File: src/rtl/core/tabs_pkg.sv
// ----------------------------------------------------------------------------
// tabs_pkg: shared definitions for the two-axis belt stepper sequencer
// Widths, timing constants, command codes and controller/datapath structs.
// ----------------------------------------------------------------------------
package tabs_pkg;

  localparam int unsigned RATE_SCALE       = 500000;
  localparam int unsigned HOME_HALF_PERIOD = 100;

  localparam int HP_W   = 19;
  localparam int POS_W  = 32;
  localparam int TGT_W  = 15;
  localparam int FEED_W = 16;
  localparam int SPU_W  = 16;
  localparam int CMD_W  = 3;
  localparam int DIV_W  = FEED_W + SPU_W;
  localparam int DCNT_W = $clog2(HP_W);
  localparam int ADDR_W = 3;
  localparam int DATA_W = 32;
  localparam int IDX_W  = ADDR_W - 2;

  localparam logic [IDX_W-1:0] REG_STEPS_PER_UNIT = IDX_W'(0);

  typedef enum logic [CMD_W-1:0] {
    CMD_TICK     = 3'd0,
    CMD_MOVE     = 3'd1,
    CMD_HOME_ONE = 3'd2,
    CMD_HOME_TWO = 3'd3,
    CMD_DISABLE  = 3'd4
  } tabs_cmd_t;

  typedef struct packed {
    logic clear_phase;
    logic load_move;
    logic load_home_one;
    logic load_home_two;
    logic set_disable;
    logic start_pulse;
    logic run_pulse;
    logic step_one;
    logic step_two;
    logic dirs_one;
    logic dirs_two;
    logic zero_one;
    logic zero_two;
  } tabs_ctrl_t;

  typedef struct packed {
    logic boundary;
    logic at_goal_one;
    logic at_goal_two;
    logic div_busy;
  } tabs_stat_t;

endpackage

File: src/rtl/core/tabs_div.sv
// ----------------------------------------------------------------------------
// tabs_div: half period divider
// Restoring division of the rate scale by a 32-bit divisor, one quotient
// bit per cycle; a zero divisor counts as one and a zero quotient as one.
// ----------------------------------------------------------------------------
module tabs_div (
  input  logic                        clk,
  input  logic                        rst_n,
  input  logic                        start,
  input  logic [tabs_pkg::DIV_W-1:0]  divisor,
  output logic                        busy,
  output logic                        done,
  output logic [tabs_pkg::HP_W-1:0]   quotient
);
  import tabs_pkg::*;

  logic              busy_r, busy_nxt;
  logic              done_r, done_nxt;
  logic [DCNT_W-1:0] cnt_r, cnt_nxt;
  logic [DIV_W-1:0]  den_r, den_nxt;
  logic [HP_W-1:0]   num_r, num_nxt;
  logic [HP_W-1:0]   rem_r, rem_nxt;
  logic [HP_W-1:0]   quo_r, quo_nxt;
  logic [HP_W:0]     rem_sh;
  logic [DIV_W-1:0]  diff;
  logic              fits;

  always_comb begin
    rem_sh   = {rem_r, num_r[HP_W-1]};
    fits     = DIV_W'(rem_sh) >= den_r;
    diff     = DIV_W'(rem_sh) - den_r;
    busy_nxt = busy_r;
    done_nxt = 1'b0;
    cnt_nxt  = cnt_r;
    den_nxt  = den_r;
    num_nxt  = num_r;
    rem_nxt  = rem_r;
    quo_nxt  = quo_r;
    if (start) begin
      busy_nxt = 1'b1;
      cnt_nxt  = DCNT_W'(HP_W - 1);
      den_nxt  = (divisor == '0) ? DIV_W'(1) : divisor;
      num_nxt  = HP_W'(RATE_SCALE);
      rem_nxt  = '0;
      quo_nxt  = '0;
    end else if (busy_r) begin
      num_nxt = {num_r[HP_W-2:0], 1'b0};
      rem_nxt = fits ? diff[HP_W-1:0] : rem_sh[HP_W-1:0];
      quo_nxt = {quo_r[HP_W-2:0], fits};
      cnt_nxt = cnt_r - DCNT_W'(1);
      if (cnt_r == '0) begin
        busy_nxt = 1'b0;
        done_nxt = 1'b1;
      end
    end
  end

  always_ff @(posedge clk) begin
    if (!rst_n) begin
      busy_r <= 1'b0;
      done_r <= 1'b0;
    end else begin
      busy_r <= busy_nxt;
      done_r <= done_nxt;
    end
  end

  always_ff @(posedge clk) begin
    cnt_r <= cnt_nxt;
    den_r <= den_nxt;
    num_r <= num_nxt;
    rem_r <= rem_nxt;
    quo_r <= quo_nxt;
  end

  assign busy     = busy_r | done_r;
  assign done     = done_r;
  assign quotient = (quo_r == '0) ? HP_W'(1) : quo_r;

endmodule

File: src/rtl/core/tabs_dp.sv
// ----------------------------------------------------------------------------
// tabs_dp: sequencer datapath
// Positions, goals, step timing counter, direction and enable lines, the
// steps-per-unit register and the half period divider.
// ----------------------------------------------------------------------------
module tabs_dp (
  input  logic                              clk,
  input  logic                              rst_n,
  input  tabs_pkg::tabs_ctrl_t              ctrl,
  output tabs_pkg::tabs_stat_t              stat,
  input  logic [tabs_pkg::TGT_W-1:0]        target_one,
  input  logic [tabs_pkg::TGT_W-1:0]        target_two,
  input  logic [tabs_pkg::FEED_W-1:0]       feed_rate,
  input  logic                              cfg_we,
  input  logic [tabs_pkg::SPU_W-1:0]        cfg_wdata,
  output logic [tabs_pkg::SPU_W-1:0]        steps_per_unit,
  output logic                              enable_n,
  output logic                              dir_a,
  output logic                              dir_b,
  output logic                              step_pulse,
  output logic signed [tabs_pkg::POS_W-1:0] position_one,
  output logic signed [tabs_pkg::POS_W-1:0] position_two
);
  import tabs_pkg::*;

  logic [SPU_W-1:0]        spu_r;
  logic signed [POS_W-1:0] pos1_r, pos1_nxt, pos2_r, pos2_nxt;
  logic signed [POS_W-1:0] goal1_r, goal1_nxt, goal2_r, goal2_nxt;
  logic [HP_W-1:0]         hp_r, hp_nxt, tc_r, tc_nxt;
  logic                    cl_r, cl_nxt, en_r, en_nxt;
  logic [1:0]              dir_r, dir_nxt;

  logic [HP_W-1:0]         h, tc0, tc1;
  logic                    cl0, cl1, pend, step_end;
  logic                    lt1, gt1, lt2, neg1, posv1, neg2;
  logic [TGT_W+SPU_W-1:0]  prod1, prod2;
  logic [FEED_W-1:0]       feed_eff;
  logic [DIV_W-1:0]        dprod;
  logic                    div_busy, div_done;
  logic [HP_W-1:0]         div_q;

  tabs_div u_div (
    .clk      (clk),
    .rst_n    (rst_n),
    .start    (ctrl.load_move),
    .divisor  (dprod),
    .busy     (div_busy),
    .done     (div_done),
    .quotient (div_q)
  );

  always_comb begin
    h     = (hp_r == '0) ? HP_W'(1) : hp_r;
    cl0   = ctrl.start_pulse | cl_r;
    tc0   = ctrl.start_pulse ? HP_W'(1) : tc_r;
    if (cl0) begin
      if (tc0 >= h) begin
        cl1 = 1'b0;
        tc1 = HP_W'(1);
      end else begin
        cl1 = 1'b1;
        tc1 = tc0 + HP_W'(1);
      end
    end else begin
      cl1 = 1'b0;
      tc1 = tc0 + HP_W'(1);
    end
    pend     = !cl1 && (tc1 >= h);
    step_end = ctrl.run_pulse && pend;

    lt1   = pos1_r < goal1_r;
    gt1   = pos1_r > goal1_r;
    lt2   = pos2_r < goal2_r;
    neg1  = pos1_r < 0;
    posv1 = pos1_r > 0;
    neg2  = pos2_r < 0;

    prod1    = target_one * spu_r;
    prod2    = target_two * spu_r;
    feed_eff = (feed_rate == '0) ? FEED_W'(1) : feed_rate;
    dprod    = feed_eff * spu_r;

    tc_nxt    = tc_r;
    cl_nxt    = cl_r;
    pos1_nxt  = pos1_r;
    pos2_nxt  = pos2_r;
    goal1_nxt = goal1_r;
    goal2_nxt = goal2_r;
    hp_nxt    = hp_r;
    en_nxt    = en_r;
    dir_nxt   = dir_r;

    if (ctrl.clear_phase) begin
      tc_nxt = '0;
      cl_nxt = 1'b0;
    end else if (ctrl.run_pulse) begin
      cl_nxt = cl1;
      tc_nxt = pend ? '0 : tc1;
    end

    if (ctrl.zero_one) begin
      pos1_nxt = '0;
    end else if (ctrl.step_one && step_end) begin
      if (lt1) begin
        pos1_nxt = pos1_r + POS_W'(1);
      end else if (gt1) begin
        pos1_nxt = pos1_r - POS_W'(1);
      end
    end

    if (ctrl.zero_two) begin
      pos2_nxt = '0;
    end else if (ctrl.step_two && step_end) begin
      if (lt2) begin
        pos2_nxt = pos2_r + POS_W'(1);
      end else if (pos2_r > goal2_r) begin
        pos2_nxt = pos2_r - POS_W'(1);
      end
    end

    if (ctrl.load_move) begin
      goal1_nxt = $signed(POS_W'(prod1));
      goal2_nxt = $signed(POS_W'(prod2));
      en_nxt    = 1'b0;
    end
    if (ctrl.load_home_one) begin
      goal1_nxt = '0;
      hp_nxt    = HP_W'(HOME_HALF_PERIOD);
      if (neg1) begin
        dir_nxt = 2'b01;
      end else if (posv1) begin
        dir_nxt = 2'b10;
      end else begin
        dir_nxt = {1'b0, dir_r[0]};
      end
    end
    if (ctrl.load_home_two) begin
      goal2_nxt = '0;
      hp_nxt    = HP_W'(HOME_HALF_PERIOD);
      dir_nxt   = neg2 ? 2'b00 : 2'b11;
    end
    if (ctrl.set_disable) begin
      en_nxt = 1'b1;
    end
    if (div_done) begin
      hp_nxt = div_q;
    end
    if (ctrl.dirs_one) begin
      if (lt1) begin
        dir_nxt = 2'b01;
      end else if (gt1) begin
        dir_nxt = 2'b10;
      end else begin
        dir_nxt = {1'b0, dir_r[0]};
      end
    end
    if (ctrl.dirs_two) begin
      dir_nxt = lt2 ? 2'b00 : 2'b11;
    end
  end

  always_ff @(posedge clk) begin
    if (!rst_n) begin
      spu_r   <= SPU_W'(1);
      pos1_r  <= '0;
      pos2_r  <= '0;
      goal1_r <= '0;
      goal2_r <= '0;
      hp_r    <= '0;
      tc_r    <= '0;
      cl_r    <= 1'b0;
      dir_r   <= '0;
      en_r    <= 1'b1;
    end else begin
      if (cfg_we) begin
        spu_r <= cfg_wdata;
      end
      pos1_r  <= pos1_nxt;
      pos2_r  <= pos2_nxt;
      goal1_r <= goal1_nxt;
      goal2_r <= goal2_nxt;
      hp_r    <= hp_nxt;
      tc_r    <= tc_nxt;
      cl_r    <= cl_nxt;
      dir_r   <= dir_nxt;
      en_r    <= en_nxt;
    end
  end

  assign stat.boundary    = !cl_r && (tc_r == '0);
  assign stat.at_goal_one = pos1_r == goal1_r;
  assign stat.at_goal_two = pos2_r == goal2_r;
  assign stat.div_busy    = div_busy;

  assign steps_per_unit = spu_r;
  assign enable_n       = en_r;
  assign dir_a          = dir_r[0];
  assign dir_b          = dir_r[1];
  assign step_pulse     = cl_r;
  assign position_one   = pos1_r;
  assign position_two   = pos2_r;

endmodule

File: src/rtl/core/tabs_ctrl.sv
// ----------------------------------------------------------------------------
// tabs_ctrl: sequencer controller
// Request handshake, command decode and the move/homing state machine.
// ----------------------------------------------------------------------------
module tabs_ctrl (
  input  logic                         clk,
  input  logic                         rst_n,
  input  logic                         in_valid,
  output logic                         in_stall,
  input  logic [tabs_pkg::CMD_W-1:0]   in_cmd,
  input  logic                         switch_one,
  input  logic                         switch_two,
  output logic                         out_valid,
  input  logic                         out_stall,
  input  tabs_pkg::tabs_stat_t         stat,
  output tabs_pkg::tabs_ctrl_t         ctrl,
  output logic                         busy
);
  import tabs_pkg::*;

  typedef enum logic [2:0] {
    M_IDLE,
    M_AXIS_ONE,
    M_AXIS_TWO,
    M_HOME_ONE,
    M_HOME_TWO
  } mode_t;

  mode_t      mode_r, mode_nxt, axis;
  logic       busy_r, out_valid_r, out_valid_nxt;
  logic       tick, sw, fin;
  tabs_ctrl_t c;

  assign in_stall      = stat.div_busy || (out_valid_r && out_stall);
  assign tick          = in_valid && !in_stall;
  assign out_valid_nxt = tick || (out_valid_r && out_stall);

  always_comb begin
    c        = '0;
    mode_nxt = mode_r;
    axis     = mode_r;
    fin      = 1'b0;
    sw       = (mode_r == M_HOME_ONE) ? switch_one : switch_two;
    if (tick) begin
      case (mode_r)
        M_IDLE: begin
          c.clear_phase = 1'b1;
          case (tabs_cmd_t'(in_cmd))
            CMD_MOVE: begin
              c.load_move = 1'b1;
              mode_nxt    = M_AXIS_ONE;
            end
            CMD_HOME_ONE: begin
              c.load_home_one = 1'b1;
              mode_nxt        = M_HOME_ONE;
            end
            CMD_HOME_TWO: begin
              c.load_home_two = 1'b1;
              mode_nxt        = M_HOME_TWO;
            end
            CMD_DISABLE: begin
              c.set_disable = 1'b1;
            end
            default: begin
            end
          endcase
        end
        M_AXIS_ONE, M_AXIS_TWO: begin
          if (stat.boundary) begin
            if (mode_r == M_AXIS_ONE && stat.at_goal_one) begin
              axis = M_AXIS_TWO;
            end
            if (axis == M_AXIS_TWO && stat.at_goal_two) begin
              fin = 1'b1;
            end else begin
              c.start_pulse = 1'b1;
              c.dirs_one    = (axis == M_AXIS_ONE);
              c.dirs_two    = (axis == M_AXIS_TWO);
            end
          end
          if (fin) begin
            mode_nxt = M_IDLE;
          end else begin
            mode_nxt    = axis;
            c.run_pulse = 1'b1;
            c.step_one  = (axis == M_AXIS_ONE);
            c.step_two  = (axis == M_AXIS_TWO);
          end
        end
        M_HOME_ONE, M_HOME_TWO: begin
          if (stat.boundary && !sw) begin
            c.zero_one = (mode_r == M_HOME_ONE);
            c.zero_two = (mode_r == M_HOME_TWO);
            mode_nxt   = M_IDLE;
          end else begin
            c.start_pulse = stat.boundary;
            c.run_pulse   = 1'b1;
          end
        end
        default: begin
          mode_nxt = M_IDLE;
        end
      endcase
    end
  end

  always_ff @(posedge clk) begin
    if (!rst_n) begin
      mode_r      <= M_IDLE;
      busy_r      <= 1'b0;
      out_valid_r <= 1'b0;
    end else begin
      mode_r      <= mode_nxt;
      busy_r      <= (mode_nxt != M_IDLE);
      out_valid_r <= out_valid_nxt;
    end
  end

  assign ctrl      = c;
  assign busy      = busy_r;
  assign out_valid = out_valid_r;

endmodule

File: src/rtl/core/two_axis_belt_stepper_sequencer.sv
// ----------------------------------------------------------------------------
// two_axis_belt_stepper_sequencer: two-axis belt stepper step generator
// Each request on the input channel is one time-base tick, optionally with
// a command (move, home axis 1, home axis 2, disable) and the home switch
// levels. Every request produces one result: driver enable, the two
// direction lines, the shared step clock, the busy flag and both positions
// as they stand after that tick.
// A result is registered and offered in the cycle after its request is
// taken; one request is taken per cycle while the result side keeps up
// and no move division is running. A move request starts the half period
// divider, which finds one quotient bit per cycle; the input stalls after
// a move is taken until the quotient is loaded. When the result side stalls,
// the pending result holds and the input stalls as well, so no tick is lost.
// Reset clears positions and goals, leaves the sequencer idle with the
// drivers disabled and sets steps_per_unit to 1. The register port is to be
// written only while the sequencer is idle; the block does not enforce this.
// ----------------------------------------------------------------------------
module two_axis_belt_stepper_sequencer (
  input  logic                              clk,
  input  logic                              rst_n,
  input  logic                              in_valid,
  output logic                              in_stall,
  input  logic [tabs_pkg::CMD_W-1:0]        in_cmd,
  input  logic [tabs_pkg::TGT_W-1:0]        in_target_one,
  input  logic [tabs_pkg::TGT_W-1:0]        in_target_two,
  input  logic [tabs_pkg::FEED_W-1:0]       in_feed_rate,
  input  logic                              in_switch_one,
  input  logic                              in_switch_two,
  output logic                              out_valid,
  input  logic                              out_stall,
  output logic                              out_enable_n,
  output logic                              out_dir_a,
  output logic                              out_dir_b,
  output logic                              out_step_pulse,
  output logic                              out_busy_res,
  output logic signed [tabs_pkg::POS_W-1:0] out_position_one,
  output logic signed [tabs_pkg::POS_W-1:0] out_position_two,
  input  logic                              cfg_psel,
  input  logic                              cfg_penable,
  input  logic                              cfg_pwrite,
  input  logic [tabs_pkg::ADDR_W-1:0]       cfg_paddr,
  input  logic [tabs_pkg::DATA_W-1:0]       cfg_pwdata,
  output logic [tabs_pkg::DATA_W-1:0]       cfg_prdata,
  output logic                              cfg_pready
);
  import tabs_pkg::*;

  tabs_ctrl_t       ctrl;
  tabs_stat_t       stat;
  logic             cfg_we;
  logic             cfg_hit;
  logic [SPU_W-1:0] spu;

  assign cfg_pready = 1'b1;
  assign cfg_hit    = (cfg_paddr[ADDR_W-1:2] == REG_STEPS_PER_UNIT);
  assign cfg_we     = cfg_psel && cfg_penable && cfg_pwrite && cfg_pready && cfg_hit;
  assign cfg_prdata = cfg_hit ? DATA_W'(spu) : '0;

  tabs_ctrl u_ctrl (
    .clk        (clk),
    .rst_n      (rst_n),
    .in_valid   (in_valid),
    .in_stall   (in_stall),
    .in_cmd     (in_cmd),
    .switch_one (in_switch_one),
    .switch_two (in_switch_two),
    .out_valid  (out_valid),
    .out_stall  (out_stall),
    .stat       (stat),
    .ctrl       (ctrl),
    .busy       (out_busy_res)
  );

  tabs_dp u_dp (
    .clk            (clk),
    .rst_n          (rst_n),
    .ctrl           (ctrl),
    .stat           (stat),
    .target_one     (in_target_one),
    .target_two     (in_target_two),
    .feed_rate      (in_feed_rate),
    .cfg_we         (cfg_we),
    .cfg_wdata      (cfg_pwdata[SPU_W-1:0]),
    .steps_per_unit (spu),
    .enable_n       (out_enable_n),
    .dir_a          (out_dir_a),
    .dir_b          (out_dir_b),
    .step_pulse     (out_step_pulse),
    .position_one   (out_position_one),
    .position_two   (out_position_two)
  );

  a_enable_on_request: assert property (@(posedge clk) disable iff (!rst_n)
    $fell(out_enable_n) |-> $past(in_valid && !in_stall))
    else $error("driver enable changed without a request");

  a_position_on_request: assert property (@(posedge clk) disable iff (!rst_n)
    !$stable(out_position_one) || !$stable(out_position_two) |->
      $past(in_valid && !in_stall))
    else $error("position changed without a request");

  a_idle_clock_low: assert property (@(posedge clk) disable iff (!rst_n)
    !out_busy_res |-> !out_step_pulse)
    else $error("step clock high while idle");

endmodule

File: config.mk
export PLATFORM = sky130hd
export DESIGN_NAME = two_axis_belt_stepper_sequencer
export DESIGN_NICKNAME = d
export VERILOG_FILES = /design/src/rtl/core/tabs_pkg.sv /design/src/rtl/core/tabs_div.sv /design/src/rtl/core/tabs_dp.sv /design/src/rtl/core/tabs_ctrl.sv /design/src/rtl/core/two_axis_belt_stepper_sequencer.sv
export SDC_FILE = /design/constraint.sdc
export NUM_CORES = 2
export LEC_CHECK = 0
export BUFFER_PORTS_ARGS = -buffer_cell sky130_fd_sc_hd__buf_2
export CAP_MARGIN = 0
export CORE_AREA = 3 3 348 247
export CTS_CLUSTER_DIAMETER = 200
export DETAILED_ROUTE_END_ITERATION = 7
export DIE_AREA = 0 0 351 250
export PLACE_DENSITY_LB_ADDON = 0.3
export SKIP_LAST_GASP = 1
export SLEW_MARGIN = 25
export SYNTH_ARGS = -nofsm -noshare
export SYNTH_HDL_FRONTEND = slang
export SYNTH_SLANG_ARGS = --single-unit
File: constraint.sdc
create_clock -name clk -period 18.2 [get_ports clk]
set_input_delay 1.82 -clock clk [delete_from_list [all_inputs] [get_ports clk]]
set_output_delay 1.82 -clock clk [all_outputs]
set_load 0.01 [all_outputs]
## Word-level counts from Yosys, hierarchy flattened

Cells that the tools add are included.

- Bits in registers: 280
- Input port bits: 93
- Output and inout bits: 104
- Word-level logic and storage cells: 170

- Reduce and logical (&&, ||, !) cells: 44
- Bitwise logic cells: 5
- Equal/unequal tests: 15
- Add/subtract/negate cells: 7
- Multiply operators: 3
- $lt $le $gt $ge: 10
- Muxes and demuxes: 65

Operators by type and width:

| cell | number |
|---|---|
| 19-bit two-way mux | 10 |
| 32-bit two-way mux | 4 |
| 32-bit by 2-bit adder with 32-bit output (second input constant) | 2 |
| 32-bit == test | 2 |
| 32-bit > comparator | 2 |
| 32-bit by 1-bit < comparator with 1-bit output (second input constant) | 2 |
| 32-bit < comparator | 2 |
| 32-bit by 2-bit subtractor with 32-bit output (second input constant) | 2 |
| 15-bit by 16-bit multiplier with 31-bit output | 2 |
| 19-bit zero test | 3 |
| 19-bit greater-or-equal comparator | 2 |
| 3-bit two-way mux | 11 |
| 20-bit by 32-bit greater-or-equal comparator with 1-bit output | 1 |
| 32-bit by 1-bit > comparator with 1-bit output (second input constant) | 1 |
| 32-bit zero test | 1 |
| 16-bit by 16-bit multiplier with 32-bit output | 1 |
| 16-bit two-way mux | 2 |
| 2-bit two-way mux | 15 |
| 19-bit by 1-bit adder with 19-bit output (second input constant) | 1 |
| 19-bit subtractor | 1 |
| 3-bit by 2-bit == test with 1-bit output (second input constant) | 6 |
| 3-bit one-hot mux with 3 select lines | 2 |
| 1-bit two-way mux | 17 |
| 16-bit zero test | 1 |
| other kinds (23) | 56 |

## Longest topological paths before layout

- Word-level depth: 24
- Depth in mapped cells: 32
- Gate-level depth less buffers: 28

## Cells and area by module

From an unflattened synthesis, not the netlist that was laid out.

- Cell total of the unflattened synthesis: 4867
- Area total of the unflattened synthesis: 41748.8 um^2

By module, submodules not included:

| module | area an instance (um^2) | cells an instance | seq. area each (um^2) | instances |
|---|---|---|---|---|
| tabs_dp | 36338.6 | 4268 | 3683.5 | 1 |
| tabs_div | 4585.6 | 483 | 2142.1 | 1 |
| tabs_ctrl | 553.0 | 79 | 100.1 | 1 |
| two_axis_belt_stepper_sequencer | 271.5 | 37 | 0.0 | 1 |

## Worst setup path before layout

No wires, ideal clock.

- Path type: input to register
- Start point: input in_feed_rate[13] (netlist name)
- End point: register u_dp.u_div.den_r[0] (data pin)
- Arrival: 8143 ps
- Setup time: 188 ps
- Path buffers: 2
- Setup slack: 9869 ps
- Data required time: 18012 ps
- Cell stages on the path: 24
- Path through: clkbuf_1 -> nor3_1 -> a41oi_1 -> clkbuf_1 -> nand2b_1 -> fa_1 -> fa_1 -> inv_1 -> fa_1 -> inv_1 -> fa_1 -> fa_1 -> inv_1 -> fa_1 -> ha_1 -> nor2_1 -> nor2_1 -> and2_1 -> o41ai_2 -> xnor2_1 -> or4_1 -> nor4_1 -> or4b_1 -> o41ai_1

- Word-level cells in the longest chain between the ends: 4

RTL lines:

| what | RTL line | text |
|---|---|---|
| start: declaration | two_axis_belt_stepper_sequencer.sv:26 | `input logic [tabs_pkg::FEED_W-1:0] in_feed_rate,` |
| 16-bit zero test | tabs_dp.sv:80 | `feed_eff = (feed_rate == '0) ? FEED_W'(1) : feed_rate;` |
| 16-bit two-way mux * | tabs_dp.sv:80 |  |
| 16-bit by 16-bit multiplier with 32-bit output * | tabs_dp.sv:81 | `dprod = feed_eff * spu_r;` |
| 32-bit zero test | tabs_div.sv:42 | `den_nxt = (divisor == '0) ? DIV_W'(1) : divisor;` |
| end signal: assignment | tabs_div.sv:70 | `den_r <= den_nxt;` |
| end: declaration | tabs_div.sv:20 | `logic [DIV_W-1:0] den_r, den_nxt;` |

Every way passes the cells marked *; elsewhere a longest branch is shown, timed or not.
A chain may end at the register's enable or synchronous reset.

## Final worst setup path

- Start point: input in_feed_rate[5] (netlist name)
- End point: register u_dp.u_div.den_r[0] (data pin)

Same word-level chain as after synthesis.

==> results.sh <==
export IMPL_status="completed"
export IMPL_first_global_vias=33100
export IMPL_relSlewSlack_pct=33.5
export IMPL_clkLatencyLatePin_ns=0.57
export IMPL_rsz0062_at_grt="no"
export IMPL_grt_max_degree=76
export IMPL_cts_tree="built"
export IMPL_cts_setup_buffers=0
export IMPL_maxCapViolCount=0
export IMPL_setup_tns_ns=0
export IMPL_hpwlAfterDp_um=80800
export IMPL_grt_pass1_wl_um=174000
export IMPL_irDropWorstVdd_uv=53.9
export IMPL_power_leakage_nw=21.2
export IMPL_pwr_density_cell_nw_per_um2=56.5
export IMPL_portBuffers=161
export IMPL_fin_crit_sh_pct=49.1
export IMPL_tightest_slew_ns=0.988
export IMPL_cts_root_buf="clkbuf_16"
export IMPL_ant_nets=0
export IMPL_post_cts_resize_count=0
export IMPL_drt_wl_total_um=104000
export IMPL_period_minus_slack_ns=8.94
export IMPL_io_pins=197
export IMPL_slowest_stage="nor4_1"
export IMPL_drtIter0Drc=2180
export IMPL_start_kind="primary input"
export IMPL_synth_area_top_cells="fa_1 (27%), ha_1 (14%), dfxtp_1 (12%)"
export IMPL_via_count=33200
export IMPL_slowest_delay_ns=0.58
export IMPL_crit_fanout=17
export IMPL_synth_most_common_cell="inv_1"
export IMPL_path_clk_slew_ns=0.06
export IMPL_syn2layout_area_growth_pct=6.56
export IMPL_crit_top_cell="fa_1"
export IMPL_dp_cells=5905
export IMPL_synth_largest_area_cell="fa_1"
export IMPL_synthFlopType="dfxtp_1"
export IMPL_clockBufferDepth=3
export IMPL_synth_commonest_cells="inv_1 (711), nand2_1 (664), fa_1 (557), ha_1 (476), nor2_1 (288)"
export IMPL_core_area_um2=82500
export IMPL_final_nets=5987
export IMPL_cts_max_level=2
export IMPL_setup_viol=0
export IMPL_synth_edf_count=32
export IMPL_critPathArrivalTime_ns=9.28
export IMPL_drtPass1Iterations=6
export IMPL_fmax_mhz=112
export IMPL_required_ns=18.54
export IMPL_drive_gt1_share_pct=6.22
export IMPL_dieArea_um2=87800
export IMPL_die_x_um=351
export IMPL_slew_violations=0
export IMPL_syn_cell_area_um2=41300
export IMPL_numCtsBuffers=34
export IMPL_netlist_area_leader_share_pct=27.0
export IMPL_ys_types=85
export IMPL_yosys_warnings=0
export IMPL_fin_skew_ns=0.0374
export IMPL_die_y_um=250
export IMPL_async_reset_ff_share_pct=0
export IMPL_crit_chain="buf_2, nor4_1, a41oi_1, buf_4, nand2b_1, fa_1, fa_1, inv_1, ha_1, fa_1, inv_1, fa_1, fa_1, inv_1, ha_1, a211o_1, o211ai_1, nor2_1, o41ai_2, xnor2_1, or4_1, nor4_1, or4b_1, o41ai_1"
export IMPL_ctsHoldBuffers=0
export IMPL_grtUsageTotal_pct=24.3
export IMPL_final_util_pct=53.4
export IMPL_syn_area_per_cell_um2=8.48
export IMPL_path_class="in -> reg"
export IMPL_end_kind="flop"
export IMPL_yosysSeqAreaShare_pct=14.3
export IMPL_rows=88
export IMPL_ys_ff_latch=280
export IMPL_wire_per_inst_um=17.5
export IMPL_post_route_drc_count=0
export IMPL_gr_total_overflow=0
export IMPL_worstHoldPathType="reg -> reg"
export IMPL_whs_ns=0.449
export IMPL_avgViaCountPerCell=5.56
export IMPL_finalHoldViolCount=0
export IMPL_gp_congestion=0.878
export IMPL_synthCells=4872
export IMPL_stdcell_count=5972
export IMPL_antenna_found_initial=8
export IMPL_start_util_pct=50.1
export IMPL_cts_sinks=280
[worst max-delay path, delay by kind of cell]
kind,cells,cell delay [ns]
xor gates and xnor gates,1,0.15
adders and majority gates,7,2.93
buffers and inverters,5,0.63
and+or+nand+nor,6,2.25
AOI/OAI and AO/OA,5,1.47
[cells in the final DEF (no fill, tap or decap), drive strengths merged, types with 93 or more instances in the layout]
| cell type | instances |
|---|---|
| a21oi | 256 |
| buf | 196 |
| a21o | 93 |
| and2 | 286 |
| o21ai | 120 |
| xnor2 | 103 |
| ha | 476 |
| nor2 | 289 |
| nand2 | 664 |
| fa | 557 |
| dfxtp | 248 |
| inv | 713 |
[where the power goes]
group / switching [mW] / leakage [nW] / internal, mW / total [mW]
Clock: 0.295 / 0.599 / 0.449 / 0.743
Combinational: 0.602 / 18.2 / 0.397 / 1.00
Sequential: 0.0543 / 2.33 / 0.691 / 0.746
[worst paths after layout]
path	cells past startpoint	slack, ns	endpoint	start
worst max-delay path	24	9.26	u_dp.u_div.den_r[0]	in_feed_rate[5]
worst min-delay path	2	0.45	u_dp.goal2_r[22]	u_dp.goal2_r[22]
worst max register to register	23	10.00	u_dp.u_div.den_r[0]	u_dp.steps_per_unit[4]
worst min register to register	2	0.45	u_dp.goal2_r[22]	u_dp.goal2_r[22]
[registers in the layout, summed over array words and instances, names as in the netlist]
name,cells
u_dp.u_div.busy_r,1
u_dp.position_two,32
u_dp.u_div.quo_r,19
u_dp.steps_per_unit,16
u_dp.position_one,32
u_dp.enable_n,1
u_dp.u_div.num_r,14
u_ctrl.busy,1
u_dp.u_div.rem_r,19
u_ctrl.mode_r,3
u_dp.step_pulse,1
u_dp.u_div.cnt_r,5
u_dp.u_div.done,1
u_dp.tc_r,19
u_dp.u_div.den_r,32
u_dp.hp_r,19
u_ctrl.out_valid,1
u_dp.goal1_r,31
u_dp.goal2_r,31
u_dp.dir_r,2
[stage by stage]
stage | area [µm²] | total power [mW] | setup WS [ns]
final | 44000 | 2.49 | 9.26
after global routing | 44000 | 2.67 | 8.65
after floorplan | 41400 | 1.50 | 9.87
after CTS | 44000 | 2.50 | 9.40
after detailed placement | 42800 | 1.74 | 8.93
after global placement | 42800 | 1.72 | 8.96
[cell type report]
class / instances / area (µm²)
multi-input cells: 3634 / 31700
clock buffers: 45 / 962
repair buffers: 196 / 1070
diodes: 5 / 12.5
flip-flops and latches: 280 / 5950
well taps: 1080 / 1350
clock inverters: 17 / 264
fillers: 7641 / 38400
inverters: 715 / 2690
[logic make-up (layout without fill, tap and decap cells)]
group           count (synthesis)  in the layout  share of synthesized area [%]
simple gates                 1613           1613                           18.5
fa+ha+maj                    1033           1033                           41.4
buf+inv                       973            973                           9.07
compound gates                728            728                           11.3
flops                         280            280                           14.3
xor+xnor                      162            162                           3.43
mux                            81             81                           1.97
other cells                     2             22                         0.0182
[per-layer routing]
layer,GRT usage [%],vias up,wire [µm]
met5,0,-,17
met4,4.63,2,1750
met3,4.21,110,7680
met2,37.5,943,46000
met1,35.8,16400,49000
li1,-,15700,-
(Power assumes the default switching activity.)
